<file path="src/rtl/pfe_pkg.sv">
// Shared types and constants of the printf format expander.
`timescale 1ns / 1ps
package pfe_pkg;

  localparam logic [1:0] ACT_FORMAT = 2'd0;
  localparam logic [1:0] ACT_STRING = 2'd1;
  localparam logic [1:0] ACT_FINISH = 2'd2;

  localparam logic [7:0] CH_PERCENT = 8'h25;
  localparam logic [7:0] CH_C       = 8'h63;
  localparam logic [7:0] CH_D       = 8'h64;
  localparam logic [7:0] CH_U       = 8'h75;
  localparam logic [7:0] CH_X_LO    = 8'h78;
  localparam logic [7:0] CH_X_UP    = 8'h58;
  localparam logic [7:0] CH_S       = 8'h73;
  localparam logic [7:0] CH_ZERO    = 8'h30;
  localparam logic [7:0] CH_A_LO    = 8'h61;
  localparam logic [7:0] CH_NUL     = 8'h00;

  localparam int ARG_BITS    = 32;
  localparam int DEC_DIGITS  = 10;
  localparam int HEX_DIGITS  = 8;
  localparam int DIG_IDX_W   = $clog2(DEC_DIGITS);
  localparam int DIG_LEN_W   = $clog2(DEC_DIGITS + 1);
  localparam int HEX_CNT_W   = $clog2(HEX_DIGITS);
  localparam int QUEUE_DEPTH = 2;
  localparam int TOTAL_BITS  = 16;

  localparam logic [ARG_BITS-1:0] DEC_RECIP = 32'hCCCC_CCCD;
  localparam int DEC_SHIFT = 35;

  typedef enum logic [1:0] {
    CMD_BYTE,
    CMD_DEC,
    CMD_HEX,
    CMD_FINISH
  } cmd_kind_t;

  typedef struct packed {
    cmd_kind_t           kind;
    logic [7:0]          chr;
    logic [ARG_BITS-1:0] value;
  } cmd_t;

  typedef enum logic [2:0] {
    B_IDLE,
    B_DIV,
    B_DEC_OUT,
    B_HEX_0,
    B_HEX_X,
    B_HEX_DIG
  } back_state_t;

endpackage

</file>
<file path="src/rtl/pfe_front.sv">
// Front end: accepts input items, tracks the armed flag and queues requests.
`timescale 1ns / 1ps
module pfe_front import pfe_pkg::*; #(
  parameter int WORD_BITS = 32
) (
  input  logic                clk,
  input  logic                rst,
  input  logic                in_valid,
  output logic                in_stall,
  input  logic [1:0]          action,
  input  logic [7:0]          data_byte,
  input  logic [ARG_BITS-1:0] arg_value,
  input  logic                q_full,
  output logic                push,
  output cmd_t                push_cmd
);

  localparam int VAL_BITS = (WORD_BITS < ARG_BITS) ? WORD_BITS : ARG_BITS;
  localparam logic [ARG_BITS-1:0] ARG_MASK = ARG_BITS'((64'd1 << VAL_BITS) - 64'd1);

  logic                after_percent;
  logic                after_percent_next;
  logic                want_push;
  logic                accept;
  logic [ARG_BITS-1:0] arg_m;

  assign in_stall = q_full;
  assign accept   = in_valid && !q_full;
  assign arg_m    = arg_value & ARG_MASK;
  assign push     = accept && want_push;

  always_comb begin
    want_push          = 1'b0;
    after_percent_next = after_percent;
    push_cmd.kind      = CMD_BYTE;
    push_cmd.chr       = data_byte;
    push_cmd.value     = arg_m;
    case (action)
      ACT_FORMAT: begin
        if (!after_percent) begin
          if (data_byte == CH_PERCENT) begin
            after_percent_next = 1'b1;
          end else begin
            want_push = 1'b1;
          end
        end else begin
          after_percent_next = 1'b0;
          case (data_byte)
            CH_C: begin
              want_push    = 1'b1;
              push_cmd.chr = arg_m[7:0];
            end
            CH_D, CH_U: begin
              want_push     = 1'b1;
              push_cmd.kind = CMD_DEC;
            end
            CH_X_LO, CH_X_UP: begin
              want_push     = 1'b1;
              push_cmd.kind = CMD_HEX;
            end
            default: begin
            end
          endcase
        end
      end
      ACT_STRING: begin
        want_push = 1'b1;
      end
      ACT_FINISH: begin
        want_push          = 1'b1;
        push_cmd.kind      = CMD_FINISH;
        after_percent_next = 1'b0;
      end
      default: begin
      end
    endcase
  end

  always_ff @(posedge clk) begin
    if (rst) begin
      after_percent <= 1'b0;
    end else if (accept) begin
      after_percent <= after_percent_next;
    end
  end

endmodule

</file>
<file path="config.mk">
export PLATFORM = sky130hd
export DESIGN_NAME = pfe_front
export DESIGN_NICKNAME = d
export VERILOG_FILES = /design/src/rtl/pfe_pkg.sv /design/src/rtl/pfe_front.sv
export SDC_FILE = /design/constraint.sdc
export NUM_CORES = 1
export LEC_CHECK = 0
export ABC_AREA = 1
export BUFFER_PORTS_ARGS = -buffer_cell sky130_fd_sc_hd__buf_4
export CORE_MARGIN = 2
export CORE_UTILIZATION = 30
export CTS_CLUSTER_DIAMETER = 30
export DETAILED_ROUTE_END_ITERATION = 7
export GPL_ROUTABILITY_DRIVEN = 0
export GPL_TIMING_DRIVEN = 0
export PLACE_DENSITY = 0.8
export SYNTH_ARGS = -nofsm -noshare
export SYNTH_HDL_FRONTEND = slang
export SYNTH_SLANG_ARGS = --single-unit
export TNS_END_PERCENT = 30
</file>
<file path="constraint.sdc">
create_clock -name clk -period 1.2 [get_ports clk]
set_input_delay 0.12 -clock clk [delete_from_list [all_inputs] [get_ports clk]]
set_output_delay 0.12 -clock clk [all_outputs]
set_load 0.01 [all_outputs]
</file>
Yosys cells after proc, flatten, opt, wreduce, memory -nomap -nowiden
Cells that the tools add are included.
{ "classes": {"muxes": 12, "eq_ne": 8, "n_reduce_logical": 10} }
{ "op_table": {"columns": ["op", "count"], "rows": [
  ["$eq A8 B7 Y1 const B", 5],
  ["$mux W8", 2],
  ["$mux W10", 1],
  ["$eq A8 B6 Y1 const B", 1],
  ["$pmux W2 S2", 2],
  ["$reduce_or A2 Y1", 3],
  ["$mux W1", 5],
  ["$reduce_or A5 Y1", 1],
  ["$pmux W1 S2", 2],
  ["$eq A2 B1 Y1 const B", 1],
  ["$eq A2 B2 Y1 const B", 1],
  ["$logic_and A1 B1 Y1", 2],
  ["$logic_not A2 Y1", 1],
  ["$reduce_and A2 Y1", 1],
  ["$reduce_bool A2 Y1", 1],
  ["$logic_not A1 Y1", 1]
]} }
{ "totals": {"reg_bits": 1, "wordCells": 31} }

Longest topological paths before layout
Gate-level depths: netlist of the first run.
{ "depth": {"word_depth": 6, "ltp_mapped": 9, "depth_no_buf": 9} }

Least setup slack after synthesis of the first run
Ideal clock, no wire load.
{ "synth_path": {"kind": "input to output", "start": "in action[0]", "end": "out push_cmd[41] (netlist name)", "path_stages": 4, "t_arrival_ps": 877, "path_buffers": 0, "slack_ps": 203, "required_ps": 1080, "cell_sequence": "inv_1 ha_1 nand2_1 o31ai_1"} }
{ "synth_rtl": {"columns": ["element", "line_no", "rtl"], "rows": [
  ["start, declared", "pfe_front.sv:10", "input logic [1:0] action,"],
  ["end, declared", "pfe_front.sv:15", "output cmd_t push_cmd"]
]} }

==> results.txt, run 1 <==
Asr flop ratio synth: 0
Largest net degree at the start of global routing: 6
Dpl cell area: 1150 um^2
Tightest hold margin: 0.274 ns
Max cap viols: 0
Syn. warnings: 0
Number of distinct library cells after synthesis: 17
Final setup vio count: 0
CP max FO: 5
FF+latch area: 21.3 um^2
Drt drc: 0
Final Max Slew Viols: 0
Vias: 866
Setup slack after layout: 0.0307 ns
CP required: 1.08 ns
Most common cell in the netlist: buf_4
Pleak: 0.712 nW
Final Hold Viols: 0
Initial DRC Count: 7
Worst r2r src: after_percent
Final period utilization: 0.974
Area occupied by multi-input gates: 343 um^2
Crit end category: output port
Worst setup path class: primary input to output port
Largest registers: after_percent (1)
Net Count, Synth: 160
Mean post-synth cell area: 5.70 um^2
Share of layout cells above drive strength 1: 0.706
Peak supply drop: 0.196 mV
Slew @ Worst Pin: 0.243 ns
Cell count after synthesis: 111
Synth top cells by count: buf_4 (33), nand2_1 (25), inv_1 (14), nor2_1 (14), inv_2 (4)
Row count: 16
PwrDens: 343 nW/um^2
Routed WL: 2.01 mm
Filler cell count: 183
Largest register FFs: 1
Mapped Area: 633 um^2
Core area: 1980 um^2
WHS Endpoint: after_percent
Remaining antenna violation count after routing: 0
Startpoint types: primary input
Synth area leaders: buf_4 (39%), nand2_1 (15%), inv_1 (8.3%)
Yosys top cell area share: 0.391
Ys flop type: dfxtp_1
Grt ovf: 0
Worst hold path startpoint: rst
Register area share after synthesis: 0.0316
Status: completed
Worst slew margin: 0.837
RSZ-0062 raised after global routing: yes
Fin Clk Skew: 0 ns
Die area: 2490 um^2
DR WL/cell: 9.72 um
Cell taking the most area after synthesis: buf_4
Synth-to-Final Area Change: 98.6%
Die span in y: 49.9 um
I/O Buffers: 65
GRT Util Overall: 0.132
Initial antenna violation count: 0
Die width: 49.9 um
F_max: 855 MHz
Vias in the first global route: 709
Pre-CTS WS: -0.133 ns
Fin crit period: 1.17 ns
Depth of the worst hold-timing path: 2
Design Power: 431 uW
First-pass detailed-route iteration total: 5
Boundary pin count: 90
Initial core utilization: 0.319
Post-DP HPWL: 1.75 mm
Net count, final: 231
Global-route wire length before repair: 2.75 mm
R2r endpoint: after_percent
Crit path DAT: 1.05 ns
Final Util: 0.634
Yosys reg bits: 1
Worst hold path type: primary input to flop
Reg2reg path depth: 5
Clock latency on the worst-skew pair: 0 ns
N_diodes: 0
Post-route cell area: 1260 um^2
Clock transition at path regs: 0 ns
Worst reg2reg setup slack: 0.19 ns
EDFF count, synth: 0
Largest Register: after_percent
DR vias/cell: 4.18
## layout by cell type (no fill, tap or decap), types with 2 or more instances in the layout
cell type   n
buf_4      98
buf_6       3
ha_1        2
inv_1       9
inv_2       6
inv_4       3
nand2_1    22
nand2_2     4
nand2_4     2
nand3_1     2
nand4_1     2
nor2_1     12
nor2_2      3
nor2_4      4
## layout make-up
type,count,share of cell area
Sequential cell,1,0.0169
Multi-Input combinational cell,59,0.273
Inverter,18,0.0597
Tap cell,27,0.0269
Buffer,33,0.197
Timing Repair Buffer,69,0.427
## metal layers
metal / part of all wire / GRT usage / up-vias
li1: - / - / 436
met1: 0.35 / 0.134 / 378
met2: 0.53 / 0.264 / 50
met3: 0.11 / 0.0364 / 2
met4: 0.0084 / 0.0185 / 0
met5: 0 / 0 / -
## metrics by stage
stage,TNS (ns),std cells
2_1_floorplan,0,111
3_3_place_gp,-0.346,203
3_5_place_dp,-0.630,203
4_1_cts,0,204
5_1_grt,-0.114,207
6_report,0,207
## worst max path at each step
stage                 start            to  cells after the start
2_1_floorplan     action[0]  push_cmd[41]                      4
3_3_place_gp      action[0]  push_cmd[33]                      9
3_5_place_dp      action[0]  push_cmd[32]                      9
4_1_cts           action[1]  push_cmd[32]                      9
5_1_grt        data_byte[7]  push_cmd[32]                     10
6_report       data_byte[4]  push_cmd[32]                     10
## report_power, final
group	switching, mW	leakage [nW]	internal, mW
Sequential	0.0000159	0.00857	0.0339
Clock	0	0	0
Combinational	0.157	0.703	0.241
Total	0.157	0.712	0.274
## cells by family after synthesis
family	synth area share
flip-flops	0.0316
AND/OR/NAND/NOR	0.362
buffers and inverters	0.498
adder cells (fa/ha/maj)	0.0593
AO/OA/AOI/OAI	0.0494
## critical path, stage by stage
cell	delay [ns]
buf_4	0.13
inv_4	0.05
nand2_2	0.05
nor2_4	0.09
nand2_2	0.09
nor2_4	0.15
inv_2	0.07
nor2_1	0.10
nor2_1	0.06
buf_4	0.14
## what timing repair did
action | 4_1_cts | 5_1_grt
buffers inserted | 1 | 3
endpoints found under the setup margin | 9 | 8
pin swaps | 4 | 13
resized for setup | 6 | 19
hold buffers | 0 | 0
(Power assumes the default switching activity.)
==> inputs of run 2 (changes only) <==
--- a/config.mk
+++ b/config.mk
@@ -7,6 +7,7 @@
 export LEC_CHECK = 0
 export ABC_AREA = 1
 export BUFFER_PORTS_ARGS = -buffer_cell sky130_fd_sc_hd__buf_4
+export CORE_ASPECT_RATIO = 1.25
 export CORE_MARGIN = 2
 export CORE_UTILIZATION = 30
 export CTS_CLUSTER_DIAMETER = 30
==> results.txt, run 2 (same netlist as run 1, synthesis figures left out) <==
Initial antenna violation count: 0
Worst setup path class: primary input to output port
DR vias/cell: 4.18
Crit end category: output port
Net count, final: 234
F_max: 863 MHz
Synth-to-Final Area Change: 107%
I/O Buffers: 65
Peak supply drop: 0.294 mV
Vias: 849
Largest registers: after_percent (1)
Final Max Slew Viols: 0
Global-route wire length before repair: 2.60 mm
GRT Util Overall: 0.126
Clock transition at path regs: 0 ns
Worst hold path type: primary input to flop
Clk pwr share: 0
Largest Register: after_percent
Initial DRC Count: 8
Sequential Power Share: 0.076
Die area: 2500 um^2
Crit path DAT: 1.04 ns
Area occupied by multi-input gates: 360 um^2
Fin Clk Skew: 0 ns
Core area: 1980 um^2
Post-route cell area: 1310 um^2
CP required: 1.08 ns
DR WL/cell: 9.61 um
Comb pwr share: 0.924
Largest net degree at the start of global routing: 6
RSZ-0062 raised after global routing: yes
Routed WL: 1.95 mm
Net Sw Power: 162 uW
Share of layout cells above drive strength 1: 0.743
First-pass detailed-route iteration total: 3
Most frequent cells in the layout: buf_4 (98), nand2_1 (19), nor2_1 (10)
Boundary pin count: 90
Max cap viols: 0
Pleak: 0.737 nW
Status: completed
Row count: 18
Worst slew margin: 0.817
Remaining antenna violation count after routing: 0
Drt drc: 0
Grt ovf: 0
Final Hold Viols: 0
PwrDens: 342 nW/um^2
Post-DP HPWL: 1.63 mm
Startpoint types: primary input
Commonest non-fill, non-tap cell in the layout: buf_4
Dpl cell area: 1150 um^2
Design Power: 448 uW
Cell internal pwr: 287 uW
Clock latency on the worst-skew pair: 0 ns
Switching part of the total: 0.360
Filler cell count: 188
Die width: 45.1 um
Post-Route Setup TNS: 0 ns
N_diodes: 0
FF+latch area: 21.3 um^2
Die span in y: 55.4 um
Largest register FFs: 1
Slew @ Worst Pin: 0.273 ns
Fin crit period: 1.16 ns
Cts hold-fix bufs: 0
Final period utilization: 0.966
CP max FO: 5
Initial core utilization: 0.319
Final setup vio count: 0
Vias in the first global route: 688
run 2: changes by cell type in the layout (fill, tap and decap cells not counted), sizes merged:
cell,change
buf,+3
run 2: repair_timing:
item                                    in CTS  in global routing
pin swaps                                    5                 19
gates resized for setup                     10                 29
hold endpoints to repair                     0                  0
endpoints found under the setup margin       9                  7
setup buffers                                3                  4
run 2: worst paths after layout:
path,from,to,slack (ns),cells past startpoint
worst max register to register,after_percent,after_percent,0.25,5
worst min-delay path,rst,after_percent,0.27,2
worst min register to register,after_percent,after_percent,0.49,2
worst max-delay path,action[1],push_cmd[32],0.04,9
run 2: final cells by class:
type | count | area share
tap | 20 | 0.0191
inverter | 18 | 0.0630
buffer | 33 | 0.189
timing repair buffer | 72 | 0.438
multi-input combinational | 59 | 0.275
sequential | 1 | 0.0162
run 2: power by group through the flow:
stage | sequential, mW | clock (mW) | combinational (mW)
global route | 0.0339 | 0 | 0.447
finish | 0.0339 | 0 | 0.414
CTS | 0.0339 | 0 | 0.379
detailed placement | 0.0339 | 0 | 0.365
floorplan | 0.0339 | 0 | 0.178
global placement | 0.0339 | 0 | 0.359
run 2: per-stage QoR:
stage | hold WS, ns | utilization | std cells | worst slack (ns)
final | 0.270 | 0.662 | 203 | 0.0413
after global routing | 0.281 | 0.662 | 203 | -0.0335
after CTS | 0.281 | 0.602 | 199 | 0.00213
after detailed placement | 0.281 | 0.578 | 196 | -0.164
after global placement | 0.277 | 0.578 | 196 | -0.108
after floorplan | 0.189 | - | 111 | 0.203
run 2: critical path, cell delays in order:
cell	delay (ns)
buf_4	0.12
inv_2	0.06
ha_4	0.14
nand2_4	0.06
nor2_4	0.16
inv_2	0.09
nor2_2	0.10
nor2_1	0.05
buf_4	0.13
run 2: routing by layer:
metal / up-vias / part of all wire / track usage
met5: - / 0 / 0
met4: 0 / 0.0062 / 0
met3: 2 / 0.11 / 0.0196
met2: 39 / 0.60 / 0.265
met1: 367 / 0.28 / 0.126
li1: 441 / - / -
