<file path="src/rtl/pfe_pkg.sv">
// Shared types and constants of the printf format expander.
`timescale 1ns / 1ps
package pfe_pkg;

  localparam logic [1:0] ACT_FORMAT = 2'd0;
  localparam logic [1:0] ACT_STRING = 2'd1;
  localparam logic [1:0] ACT_FINISH = 2'd2;

  localparam logic [7:0] CH_PERCENT = 8'h25;
  localparam logic [7:0] CH_C       = 8'h63;
  localparam logic [7:0] CH_D       = 8'h64;
  localparam logic [7:0] CH_U       = 8'h75;
  localparam logic [7:0] CH_X_LO    = 8'h78;
  localparam logic [7:0] CH_X_UP    = 8'h58;
  localparam logic [7:0] CH_S       = 8'h73;
  localparam logic [7:0] CH_ZERO    = 8'h30;
  localparam logic [7:0] CH_A_LO    = 8'h61;
  localparam logic [7:0] CH_NUL     = 8'h00;

  localparam int ARG_BITS    = 32;
  localparam int DEC_DIGITS  = 10;
  localparam int HEX_DIGITS  = 8;
  localparam int DIG_IDX_W   = $clog2(DEC_DIGITS);
  localparam int DIG_LEN_W   = $clog2(DEC_DIGITS + 1);
  localparam int HEX_CNT_W   = $clog2(HEX_DIGITS);
  localparam int QUEUE_DEPTH = 2;
  localparam int TOTAL_BITS  = 16;

  localparam logic [ARG_BITS-1:0] DEC_RECIP = 32'hCCCC_CCCD;
  localparam int DEC_SHIFT = 35;

  typedef enum logic [1:0] {
    CMD_BYTE,
    CMD_DEC,
    CMD_HEX,
    CMD_FINISH
  } cmd_kind_t;

  typedef struct packed {
    cmd_kind_t           kind;
    logic [7:0]          chr;
    logic [ARG_BITS-1:0] value;
  } cmd_t;

  typedef enum logic [2:0] {
    B_IDLE,
    B_DIV,
    B_DEC_OUT,
    B_HEX_0,
    B_HEX_X,
    B_HEX_DIG
  } back_state_t;

endpackage

</file>
<file path="src/rtl/pfe_queue.sv">
// Short request queue between front and back ends.
`timescale 1ns / 1ps
module pfe_queue import pfe_pkg::*; (
  input  logic clk,
  input  logic rst,
  input  logic push,
  input  cmd_t push_cmd,
  output logic full,
  input  logic pop,
  output logic head_valid,
  output cmd_t head_cmd
);

  localparam int PTR_W = (QUEUE_DEPTH > 1) ? $clog2(QUEUE_DEPTH) : 1;
  localparam int CNT_W = $clog2(QUEUE_DEPTH + 1);

  cmd_t             entries [QUEUE_DEPTH];
  logic [PTR_W-1:0] wr_ptr;
  logic [PTR_W-1:0] rd_ptr;
  logic [CNT_W-1:0] count;

  assign full       = (count == CNT_W'(QUEUE_DEPTH));
  assign head_valid = (count != '0);
  assign head_cmd   = entries[rd_ptr];

  function automatic logic [PTR_W-1:0] ptr_inc(input logic [PTR_W-1:0] p);
    ptr_inc = (p == PTR_W'(QUEUE_DEPTH - 1)) ? '0 : p + 1'b1;
  endfunction

  always_ff @(posedge clk) begin
    if (push) begin
      entries[wr_ptr] <= push_cmd;
    end
  end

  always_ff @(posedge clk) begin
    if (rst) begin
      wr_ptr <= '0;
      rd_ptr <= '0;
      count  <= '0;
    end else begin
      if (push) begin
        wr_ptr <= ptr_inc(wr_ptr);
      end
      if (pop) begin
        rd_ptr <= ptr_inc(rd_ptr);
      end
      case ({push, pop})
        2'b10:   count <= count + 1'b1;
        2'b01:   count <= count - 1'b1;
        default: count <= count;
      endcase
    end
  end

endmodule

</file>
<file path="config.mk">
export PLATFORM = sky130hd
export DESIGN_NAME = pfe_queue
export DESIGN_NICKNAME = d
export VERILOG_FILES = /design/src/rtl/pfe_pkg.sv /design/src/rtl/pfe_queue.sv
export SDC_FILE = /design/constraint.sdc
export NUM_CORES = 1
export LEC_CHECK = 0
export CAP_MARGIN = 5
export CELL_PAD_IN_SITES_DETAIL_PLACEMENT = 1
export CELL_PAD_IN_SITES_GLOBAL_PLACEMENT = 2
export CORE_MARGIN = 3
export CORE_UTILIZATION = 30
export DETAILED_ROUTE_END_ITERATION = 7
export DONT_BUFFER_PORTS = 1
export PLACE_DENSITY = 0.6
export SLEW_MARGIN = 20
export SYNTH_ARGS = -nofsm -noshare
export SYNTH_HDL_FRONTEND = slang
export SYNTH_SLANG_ARGS = --single-unit
</file>
<file path="constraint.sdc">
create_clock -name clk -period 2.9 [get_ports clk]
set_input_delay 0 -clock clk [delete_from_list [all_inputs] [get_ports clk]]
set_output_delay 0 -clock clk [all_outputs]
set_load 0.005 [all_outputs]
</file>
Word-level counts from Yosys, hierarchy flattened
Memories as Yosys holds them, arrays and structs flattened. A register that Yosys moved wholly into a read port is not among the register bits.
Cells that the tools add are included.
{"block": "classes", "muxes": 7, "n_reduce_logical": 2, "n_eq_ne": 3, "div": 0, "addsub": 4, "order_cmp": 0, "n_shift": 0, "multipliers": 0, "bitwise": 0}
{"op": "$mux W1", "n": 6}
{"op": "$eq A2 B2 Y1 const B", "n": 2}
{"op": "$pmux W2 S2", "n": 1}
{"op": "$reduce_bool A2 Y1", "n": 2}
{"op": "$add A1 B1 Y1 const B", "n": 2}
{"op": "$add A2 B1 Y2 const B", "n": 1}
{"op": "$eq A2 B1 Y1 const B", "n": 1}
{"op": "$sub A2 B1 Y2 const B", "n": 1}
{"block": "totals", "register_bits": 4, "input_bits": 46, "ram_bits": 84, "latchBits": 0, "out_inout_bits": 44, "memories": 1, "wordCells": 20, "romBits": 0}
{"memory": "entries", "words": 2, "width": 42, "rd": 1, "rd_ports_with_merged_regs": 1, "wr": 1, "line": "pfe_queue.sv:17", "source": "cmd_t entries [QUEUE_DEPTH];"}

Longest topological paths before layout
Gate-level depths: netlist (run 1).
{"block": "logic_depth", "depth_word": 4, "ltp_mapped": 5, "ltp_nobuf": 5}

Worst setup path after synthesis (run 1)
OpenSTA, ideal clock, no wires.
{"block": "synth_path", "path_kind": "reg2reg", "from": "register wr_ptr", "to": "memory entries[0][0] (netlist name) (enable)", "path_slack_ns": 0.361, "path_stages_with_launch": 2, "required_time_ns": 2.458, "path_buffers": 0, "arrival_ns": 2.097, "setup_time_ns": 0.442, "cell_sequence": "dfxtp_1 -> nor2_1"}
{"item": "start, declared", "line": "pfe_queue.sv:18", "source": "logic [PTR_W-1:0] wr_ptr;"}
{"item": "start signal, assigned", "line": "pfe_queue.sv:43", "source": "wr_ptr <= ptr_inc(wr_ptr);"}
{"item": "end, declared", "line": "pfe_queue.sv:17"}
Straight into the memory's write port.

==> run metrics, run 1 <==
vias in the first global route 1768; Slew headroom 0.308; Worst Path Buf+Inv 0; post-detail-place hpwl 3.92 mm; core area 0.0104 mm2; share of cells above drive strength 1 0.303; Crit path max-delay family flip-flops; Min Hold Slack 0.106 ns; antenna violations before repair 0; TritonCTS clock tree built; RSZ-0062 raised after global routing no; Vias 1513; top routing layer used met4; first-pass iteration count of the detailed router 3; Worst-Margin Slew 1.04 ns; DP Cell Count 285; Ports 90; CTS Buffer Depth 2; met1 wire length 2.41 mm; #FFs+latches synth 89; DP Area 0.00339 mm2; vias per inst 4.36; slowest CP cell dfxtp_2; worst vdd ir 0.356 mV; DIE HEIGHT 110 um; MaxCap Viol Count 0; Met2 Wirelength 3.24 mm; All-Layer GR Usage 0.104; net count reported at finish 253; clk_lat worst skew 0.35 ns; adder-cell share of the synthesized area 0.00388; final setup fails 0; simple-gate area share of the yosys netlist 0.0143; Cell Pwr Density 664 mW/mm2; Req. time, crit path 2.90 ns; diodes inserted 0; leakage 0.00135 uW; XOR/XNOR Fraction of Synth Area 0.0109; Port Buffers 0; Critical Path End Type output pin; CP startpoint kind register; critical path cell sequence mux2_2; Mapped Cells 153; Area Overhead vs Synth 26.4%; Worst Setup Path Type register to output pin; Unique masters post-synth 15; first-pass GRT wire length 8.96 mm; most frequent cells in the layout edfxtp_1, dlygate4sd3_1, mux2_2; # Post-CTS Setup Buffers 0; synth warn 0; setup tns final 0 ns; DR DRC count 0; Crit Path Max Fanout 42; Hold WC Path Type input pin to register; commonest non-fill, non-tap cell in the layout edfxtp_1; final-layout fill cell count 1011; die area 0.0120 mm2; gpl congestion 0.616; Slew Limit Fails 0; GR Overflow Total 0; H-tree depth 3; Final ANT Viol Nets 0; multiplexer share of the synthesized area 0.147; maximum clock rate 544 MHz; fin crit period 1.84 ns; mapped cell area 0.00323 mm2; outcome finished clean; CP arrival 1.84 ns; Starting Density 0.310; CTS Root Cell clkbuf_8; fin area 0.00408 mm2; Mean Syn Cell Area 21.1 um2; skew final 0.00662 ns; period utilization 0.634; Final Hold Viols 0; cts bufs inserted 9; crit-path max cell delay 1.03 ns; Detailed Route WL 6.17 mm; die width 110 um; met3 wire len 426 um; Synth Area in Compound Gates 0.00310; Iter 0 DRT Violations 43; largest family of logic cells by synthesized area multiplexers; Row Count 37; clk slew on worst S/H paths 0.09 ns; wire per inst 17.8 um; Seq/Total Area, Yosys 0.812; Synthesized Nets 200; Finished Layout Cells 347; # clock sinks 89; largest net degree at the start of global routing 43
-- stage by stage --
step,setup slack (ns),total power (uW),util
after CTS,0.990,2760,0.391
after detailed placement,1.17,1750,0.326
after global routing,0.920,2830,0.392
final,1.06,2710,0.392
after floorplan,0.361,1690,-
after global placement,1.25,1730,0.326
-- logic make-up after synthesis --
kind of cell    Yosys count
compound gates            2
mux                      42
buf+inv                   6
simple gates              9
xor+xnor                  4
flops                    89
fa+ha+maj                 1
-- state kept, by name (all words and copies together) (netlist names), named ones only --
signal	count
wr_ptr	1
count	2
rd_ptr	1
entries	84
-- worst register-to-register path, delay by kind of cell, from the launching register on --
| family | cells | cell delay [ns] |
|---|---|---|
| simple gates | 1 | 0.61 |
| flops | 1 | 0.36 |
| buf+inv | 1 | 0.41 |
-- worst paths after layout --
kind / cells after the start / startpoint / slack [ns] / endpoint
max: 1 / register / 1.06 / head_cmd[35]
min: 2 / push / 0.11 / entries[0][13]
max reg2reg: 2 / wr_ptr / 1.19 / entries[0][40]
min reg2reg: 2 / count[1] / 0.53 / count[1]
-- layer usage --
metal / track usage / up-vias
li1: - / 697
met4: 0.0534 / 0
met1: 0.101 / 741
met5: 0 / -
met3: 0.0370 / 12
met2: 0.190 / 63
-- cell type report --
class / instances / area (um2) / share of cell area
clock inverters: 7 / 103 / 0.0252
flip-flops and latches: 89 / 2620 / 0.643
well taps: 136 / 170 / 0.0417
repair buffers: 47 / 468 / 0.115
inverters: 1 / 3.75 / 0.000920
clock buffers: 9 / 124 / 0.0304
multi-input cells: 58 / 587 / 0.144
-- report_power, final --
part	leakage (uW)	switching [uW]	internal [uW]
registers	0.000830	46.0	1490
clock network	0.000116	443	496
logic	0.000408	106	125
total	0.00135	594	2110
-- synth_stat cells (all sizes together) --
master   n  area [um2]
xnor2    3        26.3
and2     1        6.26
inv      1        3.75
o21ai    1        5.00
ha       1        12.5
and2b    1        8.76
dfxtp    5         100
mux2    42         473
edfxtp  84        2520
a21oi    1        5.00
buf      5        25.0
or3      1        6.26
nor2     5        18.8
xor2     1        8.76
or2      1        6.26
-- timing repair --
item                                   in CTS  in global routing
resized for setup                           0                  0
hold buffers                               46                  0
endpoints found under the hold margin      89                  0
No activity file was read; power rests on OpenSTA's default activity.
==> run 2: changes to the inputs <==
--- a/config.mk
+++ b/config.mk
@@ -5,6 +5,7 @@
 export SDC_FILE = /design/constraint.sdc
 export NUM_CORES = 1
 export LEC_CHECK = 0
+export ABC_AREA = 1
 export CAP_MARGIN = 5
 export CELL_PAD_IN_SITES_DETAIL_PLACEMENT = 1
 export CELL_PAD_IN_SITES_GLOBAL_PLACEMENT = 2
@@ -12,7 +13,7 @@
 export CORE_UTILIZATION = 30
 export DETAILED_ROUTE_END_ITERATION = 7
 export DONT_BUFFER_PORTS = 1
-export PLACE_DENSITY = 0.6
+export PLACE_DENSITY = 0.61
 export SLEW_MARGIN = 20
 export SYNTH_ARGS = -nofsm -noshare
 export SYNTH_HDL_FRONTEND = slang
==> constraint.sdc (replaced) <==
create_clock -name clk -period 1.69 [get_ports clk]
set_input_delay 0 -clock clk [delete_from_list [all_inputs] [get_ports clk]]
set_output_delay 0 -clock clk [all_outputs]
set_load 0.005 [all_outputs]
==> run metrics, run 2 <==
outcome finished clean; Reg area 0.00262 mm2 (unchanged); Final ANT Viol Nets 0 (unchanged); worst hold stages 3 (+1); Vias 1578 (+4.3%); CTS Buffer Depth 2 (unchanged); Starting Density 0.313 (+0.00260); setup tns final 0 ns (unchanged); TritonCTS clock tree built; Row Count 38 (+2.7%); Reg with most FFs entries; CP arrival 1.34 ns (-0.50 ns); diodes inserted 0 (unchanged); top routing layer used met4; maximum clock rate 745 MHz; commonest non-fill, non-tap cell in the layout edfxtp_1; Final Hold Viols 0 (unchanged); Synth area leaders edfxtp_1, mux2_4, dfxtp_1, buf_12, nor2_1; CTS Root Cell clkbuf_16; multi-input logic area 729 um2 (+24%); GR Overflow Total 0 (unchanged); XOR/XNOR Fraction of Synth Area 0.00253 (-0.00832); Unique masters post-synth 15 (unchanged); first-pass GRT wire length 10.3 mm (+15%); Ports 90 (unchanged); first-pass iteration count of the detailed router 4 (+1); final setup fails 0 (unchanged); Slew Limit Fails 0 (unchanged); Synth Area in Compound Gates 0.00289 (-0.000210); simple-gate area share of the yosys netlist 0.0195 (+0.00517); largest net degree at the start of global routing 32 (-26%); Port Buffers 0 (unchanged); All-Layer GR Usage 0.105 (+0.00150); CP startpoint kind register; r2r setup slk 0.45 ns (-0.74 ns); core area 0.0111 mm2 (+6.4%); Post-CTS Hold Buffers 46 (unchanged); final-layout fill cell count 1056 (+4.5%); Iter 0 DRT Violations 71 (+65%); adder-cell share of the synthesized area 0.00361 (-0.000262); net count reported at finish 269 (+6.3%); RSZ-0062 raised after global routing no; Largest register FFs 84 (unchanged); die area 0.0129 mm2 (+6.8%); Critical Path End Type output pin; Cell Pwr Density 1170 mW/mm2 (+77%); Design Power 5190 uW (+91%); vias in the first global route 1831 (+3.6%); most instantiated cells after synthesis edfxtp_1, mux2_4, nor2_1; Met2 Wirelength 3.29 mm (+1.7%); Mapped Cells 164 (+7.2%); met3 wire len 430 um (+0.94%); synth warn 0 (unchanged); Seq/Total Area, Yosys 0.757 (-0.0549); met1 wire length 2.71 mm (+13%); # Post-CTS Setup Buffers 0 (unchanged); die width 113 um (+3.4%); Yosys top cell area share 0.729 (-0.0528); mapped cell area 0.00346 mm2 (+7.2%); wire per inst 17.7 um (-0.57%); Mean Syn Cell Area 21.1 um2 (about the same); Slew headroom 0.835 (+0.527); Hold WC Path Type input pin to register; Synthesized Nets 211 (+5.5%); Hold Path End count[0]; skew final 0.00888 ns (+0.00226 ns); FFs w/ async S/R, synth 0 (unchanged); MaxCap Viol Count 0 (unchanged); Synth area leader edfxtp_1; top_reg_cell synth edfxtp_1; Worst-Margin Slew 0.248 ns (-0.790 ns); Largest regs entries (84), count (2); largest family of logic cells by synthesized area multiplexers; reg2reg path depth 3 (+1); vias per inst 4.30 (-1.4%); period utilization 0.794; Worst Setup Path Type register to output pin; clk_lat worst skew 0.33 ns (-0.02 ns); most common cell in the netlist edfxtp_1; Area Overhead vs Synth 27.6%; post-detail-place hpwl 4.54 mm (+16%); antenna violations before repair 0 (unchanged); R2R Path Start rd_ptr; gpl congestion 0.706 (+15%); clk slew on worst S/H paths 0.06 ns (-0.03 ns); # clock sinks 89 (unchanged); final core utilization 0.399 (+0.00710); share of cells above drive strength 1 0.286 (-0.0170); most frequent cells in the layout edfxtp_1, dlygate4sd3_1, mux2_4; cts bufs inserted 9 (unchanged); #FFs+latches synth 89 (unchanged); worst vdd ir 0.504 mV (+42%); EDFF count, synth 84 (unchanged); H-tree depth 3 (unchanged); DR DRC count 0 (unchanged); multiplexer share of the synthesized area 0.180 (+0.0335); fin crit period 1.34 ns; Post-CTS Resized 0 (unchanged); DIE HEIGHT 113 um (+3.4%); Req. time, crit path 1.69 ns (-1.21 ns); leakage 0.00161 uW (+19%); Detailed Route WL 6.48 mm (+5.2%); Crit Path Max Fanout 31 (-26%); hold path startpoint push
## run 2: layer usage
| metal | GRT usage | vias up |
|---|---|---|
| met5 | 0 | - |
| met4 | 0.0313 | 0 |
| met3 | 0.0456 | 7 |
| met2 | 0.178 | 66 |
| met1 | 0.121 | 771 |
| li1 | - | 734 |
## run 2: worst max-delay path: stages (launching register included)
cell and delay, ns:
dfxtp_2 0.35, buf_12 0.24, mux2_2 0.39
## run 2: logic make-up (layout without fill, tap and decap cells)
| group | count (synthesis) | in the layout |
|---|---|---|
| flops | 89 | 89 |
| buf+inv | 12 | 75 |
| mux | 42 | 42 |
| fa+ha+maj | 1 | 1 |
| xor+xnor | 1 | 1 |
| compound gates | 2 | 2 |
| simple gates | 17 | 17 |
## run 2: per-stage QoR
step	hold slack, ns	cells	cell area [um2]	setup slack, ns
finish	0.0968	367	4420	0.348
CTS	0.0877	367	4420	0.326
floorplan	0.0724	164	3470	0.0189
global route	0.135	367	4420	0.295
detailed placement	0.0705	305	3640	0.602
global placement	0.0748	305	3640	0.646
## run 2: how the worst max path moves through the flow
stage | cells past startpoint | to | slack [ns]
2_1_floorplan | 2 | entries[1][0] | 0.02
3_3_place_gp | 3 | entries[1][34] | 0.65
3_5_place_dp | 3 | entries[1][16] | 0.60
4_1_cts | 2 | head_cmd[24] | 0.33
5_1_grt | 2 | head_cmd[29] | 0.29
6_report | 2 | head_cmd[24] | 0.35
## run 2: area by class of cell
class	instances	share of cell area
flip-flops and latches	89	0.594
well taps	140	0.0397
multi-input cells	63	0.165
clock buffers	10	0.0518
repair buffers	52	0.123
inverters	7	0.00595
clock inverters	6	0.0204
## run 2: power breakdown
group / switching (uW) / internal, uW / leakage [uW]
registers: 38.1 / 2550 / 0.000830
logic: 231 / 282 / 0.000625
clock network: 787 / 1300 / 0.000155
==> run 3: changes to the inputs <==
==> constraint.sdc (replaced) <==
create_clock -name clk -period 1.2 [get_ports clk]
set_input_delay 0 -clock clk [delete_from_list [all_inputs] [get_ports clk]]
set_output_delay 0 -clock clk [all_outputs]
set_load 0.005 [all_outputs]
==> run metrics, run 3 (synthesized netlist as in run 2, its figures left out) <==
fin crit period 1.26 ns; TritonCTS clock tree built; Crit path max-delay family flip-flops; vias in the first global route 1816 (-0.82%); Crit Path Max Fanout 24 (-23%); H-tree depth 3 (unchanged); CTS Root Cell clkbuf_16; final-layout fill cell count 1060 (+0.38%); Final ANT Viol Nets 0 (unchanged); MaxCap Viol Count 0 (unchanged); vias per inst 4.35 (+1.2%); Largest regs entries (84), count (2); final core utilization 0.399 (about the same); Reg with most FFs entries; P_sw 1450 uW (+37%); R2R Path Start wr_ptr; wire per inst 17.4 um (-1.5%); gpl congestion 0.737 (+4.4%); clk slew on worst S/H paths 0.06 ns (about the same); diodes inserted 0 (unchanged); Final Hold Viols 0 (unchanged); worst vdd ir 0.766 mV (+52%); RSZ-0062 raised after global routing yes; Slew Limit Fails 0 (unchanged); sequential power share 0.532 (+0.034); DR DRC count 0 (unchanged); cts bufs inserted 9 (unchanged); Cell Pwr Density 1550 mW/mm2 (+32%); worst reg2reg endpoint entries[1][34]; crit-path max cell delay 0.37 ns (-0.02 ns); Finished Layout Cells 366 (-0.27%); critical path cell sequence buf_12 > mux2_4; share of cells above drive strength 1 0.296 (+0.0101); # Post-CTS Setup Buffers 0 (unchanged); die width 113 um (unchanged); Worst Path Buf+Inv 1 (unchanged); leakage 0.00158 uW (-1.6%); Iter 0 DRT Violations 54 (-24%); post-route setup slack -0.0639 ns (-0.412 ns); worst hold stages 4 (+1); DP Area 0.00368 mm2 (+1.2%); net count reported at finish 268 (-0.37%); GR Overflow Total 0 (unchanged); most frequent cells in the layout edfxtp_1, dlygate4sd3_1, mux2_4; # clock sinks 89 (unchanged); clock power share 0.359 (-0.044); Port Buffers 0 (unchanged); Worst Setup Path Type register to output pin; Largest register FFs 84 (unchanged); Slew headroom 0.867 (+0.0327); Worst-Margin Slew 0.199 ns (-0.0490 ns); All-Layer GR Usage 0.104 (-0.00126); Ports 90 (unchanged); setup tns final -1.69 ns (-1.69 ns); CTS Buffer Depth 2 (unchanged); clk_lat worst skew 0.32 ns (about the same); core area 0.0111 mm2 (unchanged); Detailed Route WL 6.37 mm (-1.8%); Critical Path End Type output pin; maximum clock rate 791 MHz; Req. time, crit path 1.20 ns (-0.49 ns); r2r setup slk 0.16 ns (-0.29 ns); first-pass iteration count of the detailed router 4 (unchanged); outcome finished, violations left; largest net degree at the start of global routing 25 (-22%); first-pass GRT wire length 9.98 mm (-2.9%); DIE HEIGHT 113 um (unchanged); post-detail-place hpwl 4.48 mm (-1.2%); fin area 0.00442 mm2 (about the same); Starting Density 0.313 (unchanged); commonest non-fill, non-tap cell in the layout edfxtp_1; DP Cell Count 305 (unchanged); Hold WC Path Type input pin to register; slowest CP cell dfxtp_4; Row Count 38 (unchanged); Min Hold Slack 0.0785 ns (-0.0183 ns); reg2reg path depth 3 (unchanged); skew final 0.00551 ns (-0.00337 ns); Switching Share 0.211 (+0.00738); failing checks negative setup slack; Hold Path End wr_ptr; CP arrival 1.26 ns (-0.08 ns); Area Overhead vs Synth 27.5% (about the same); Logic pwr share 0.109 (+0.010); antenna violations before repair 0 (unchanged); Vias 1593 (+0.95%); die area 0.0129 mm2 (unchanged); P_int 5410 uW (+31%); period utilization 1.05; hold path startpoint push; CP startpoint kind register; final setup fails 42 (+42)
-- run 3: changes by cell type in the layout (fill, tap and decap cells not counted), moves of 2 or more --
cell        previous run  this run
buf_4                  3         0
bufinv_16              2         0
buf_12                 3         6
clkinvlp_4             0         4
mux2_4                40        42
mux2_2                 2         0
-- run 3: what timing repair did --
item                                    4_1_cts  5_1_grt
resized for setup                             3        0
endpoints found under the hold margin        89        0
endpoints found under the setup margin       42       42
hold buffers                                 45        0
-- run 3: power by group through the flow --
stage | Clock, uW | Sequential, uW | Combinational, uW
floorplan | 0 | 3690 | 509
global placement | 0 | 3700 | 588
detailed placement | 0 | 3710 | 611
CTS | 2570 | 3650 | 766
global route | 2710 | 3660 | 816
finish | 2460 | 3640 | 746
-- run 3: metrics by stage --
stage	setup slack, ns	total power [uW]
after global routing	-0.117	7190
after detailed placement	0.161	4330
after floorplan	-0.182	4200
after CTS	-0.0858	6980
final	-0.0639	6850
after global placement	0.186	4290
-- run 3: worst max-delay path by stage --
stage	from	endpoint	cells after the start
after floorplan	wr_ptr	entries[1][0]	2
after global placement	wr_ptr	entries[1][15]	3
after detailed placement	wr_ptr	entries[1][3]	3
after CTS	register	head_cmd[10]	2
after global routing	register	head_cmd[15]	2
final	register	head_cmd[15]	2
-- run 3: tightest hold or removal path, cell delays in order --
cell	delay (ns)
nand2_2	0.04
clkinvlp_4	0.11
buf_12	0.17
nor3_1	0.05
-- run 3: layout make-up --
type | instances | area, um2 | share of cell area
repair buffers | 51 | 571 | 0.129
multi-input cells | 63 | 739 | 0.167
inverters | 7 | 30.0 | 0.00680
clock inverters | 6 | 43.8 | 0.00992
well taps | 140 | 175 | 0.0397
clock buffers | 10 | 229 | 0.0519
flip-flops and latches | 89 | 2630 | 0.595
-- run 3: layer usage --
layer | global-route usage | routed length, um | vias up
met5 | 0 | 0 | -
met4 | 0.0361 | 72 | 0
met3 | 0.0578 | 704 | 7
met2 | 0.181 | 3260 | 77
met1 | 0.105 | 2330 | 776
li1 | - | - | 733
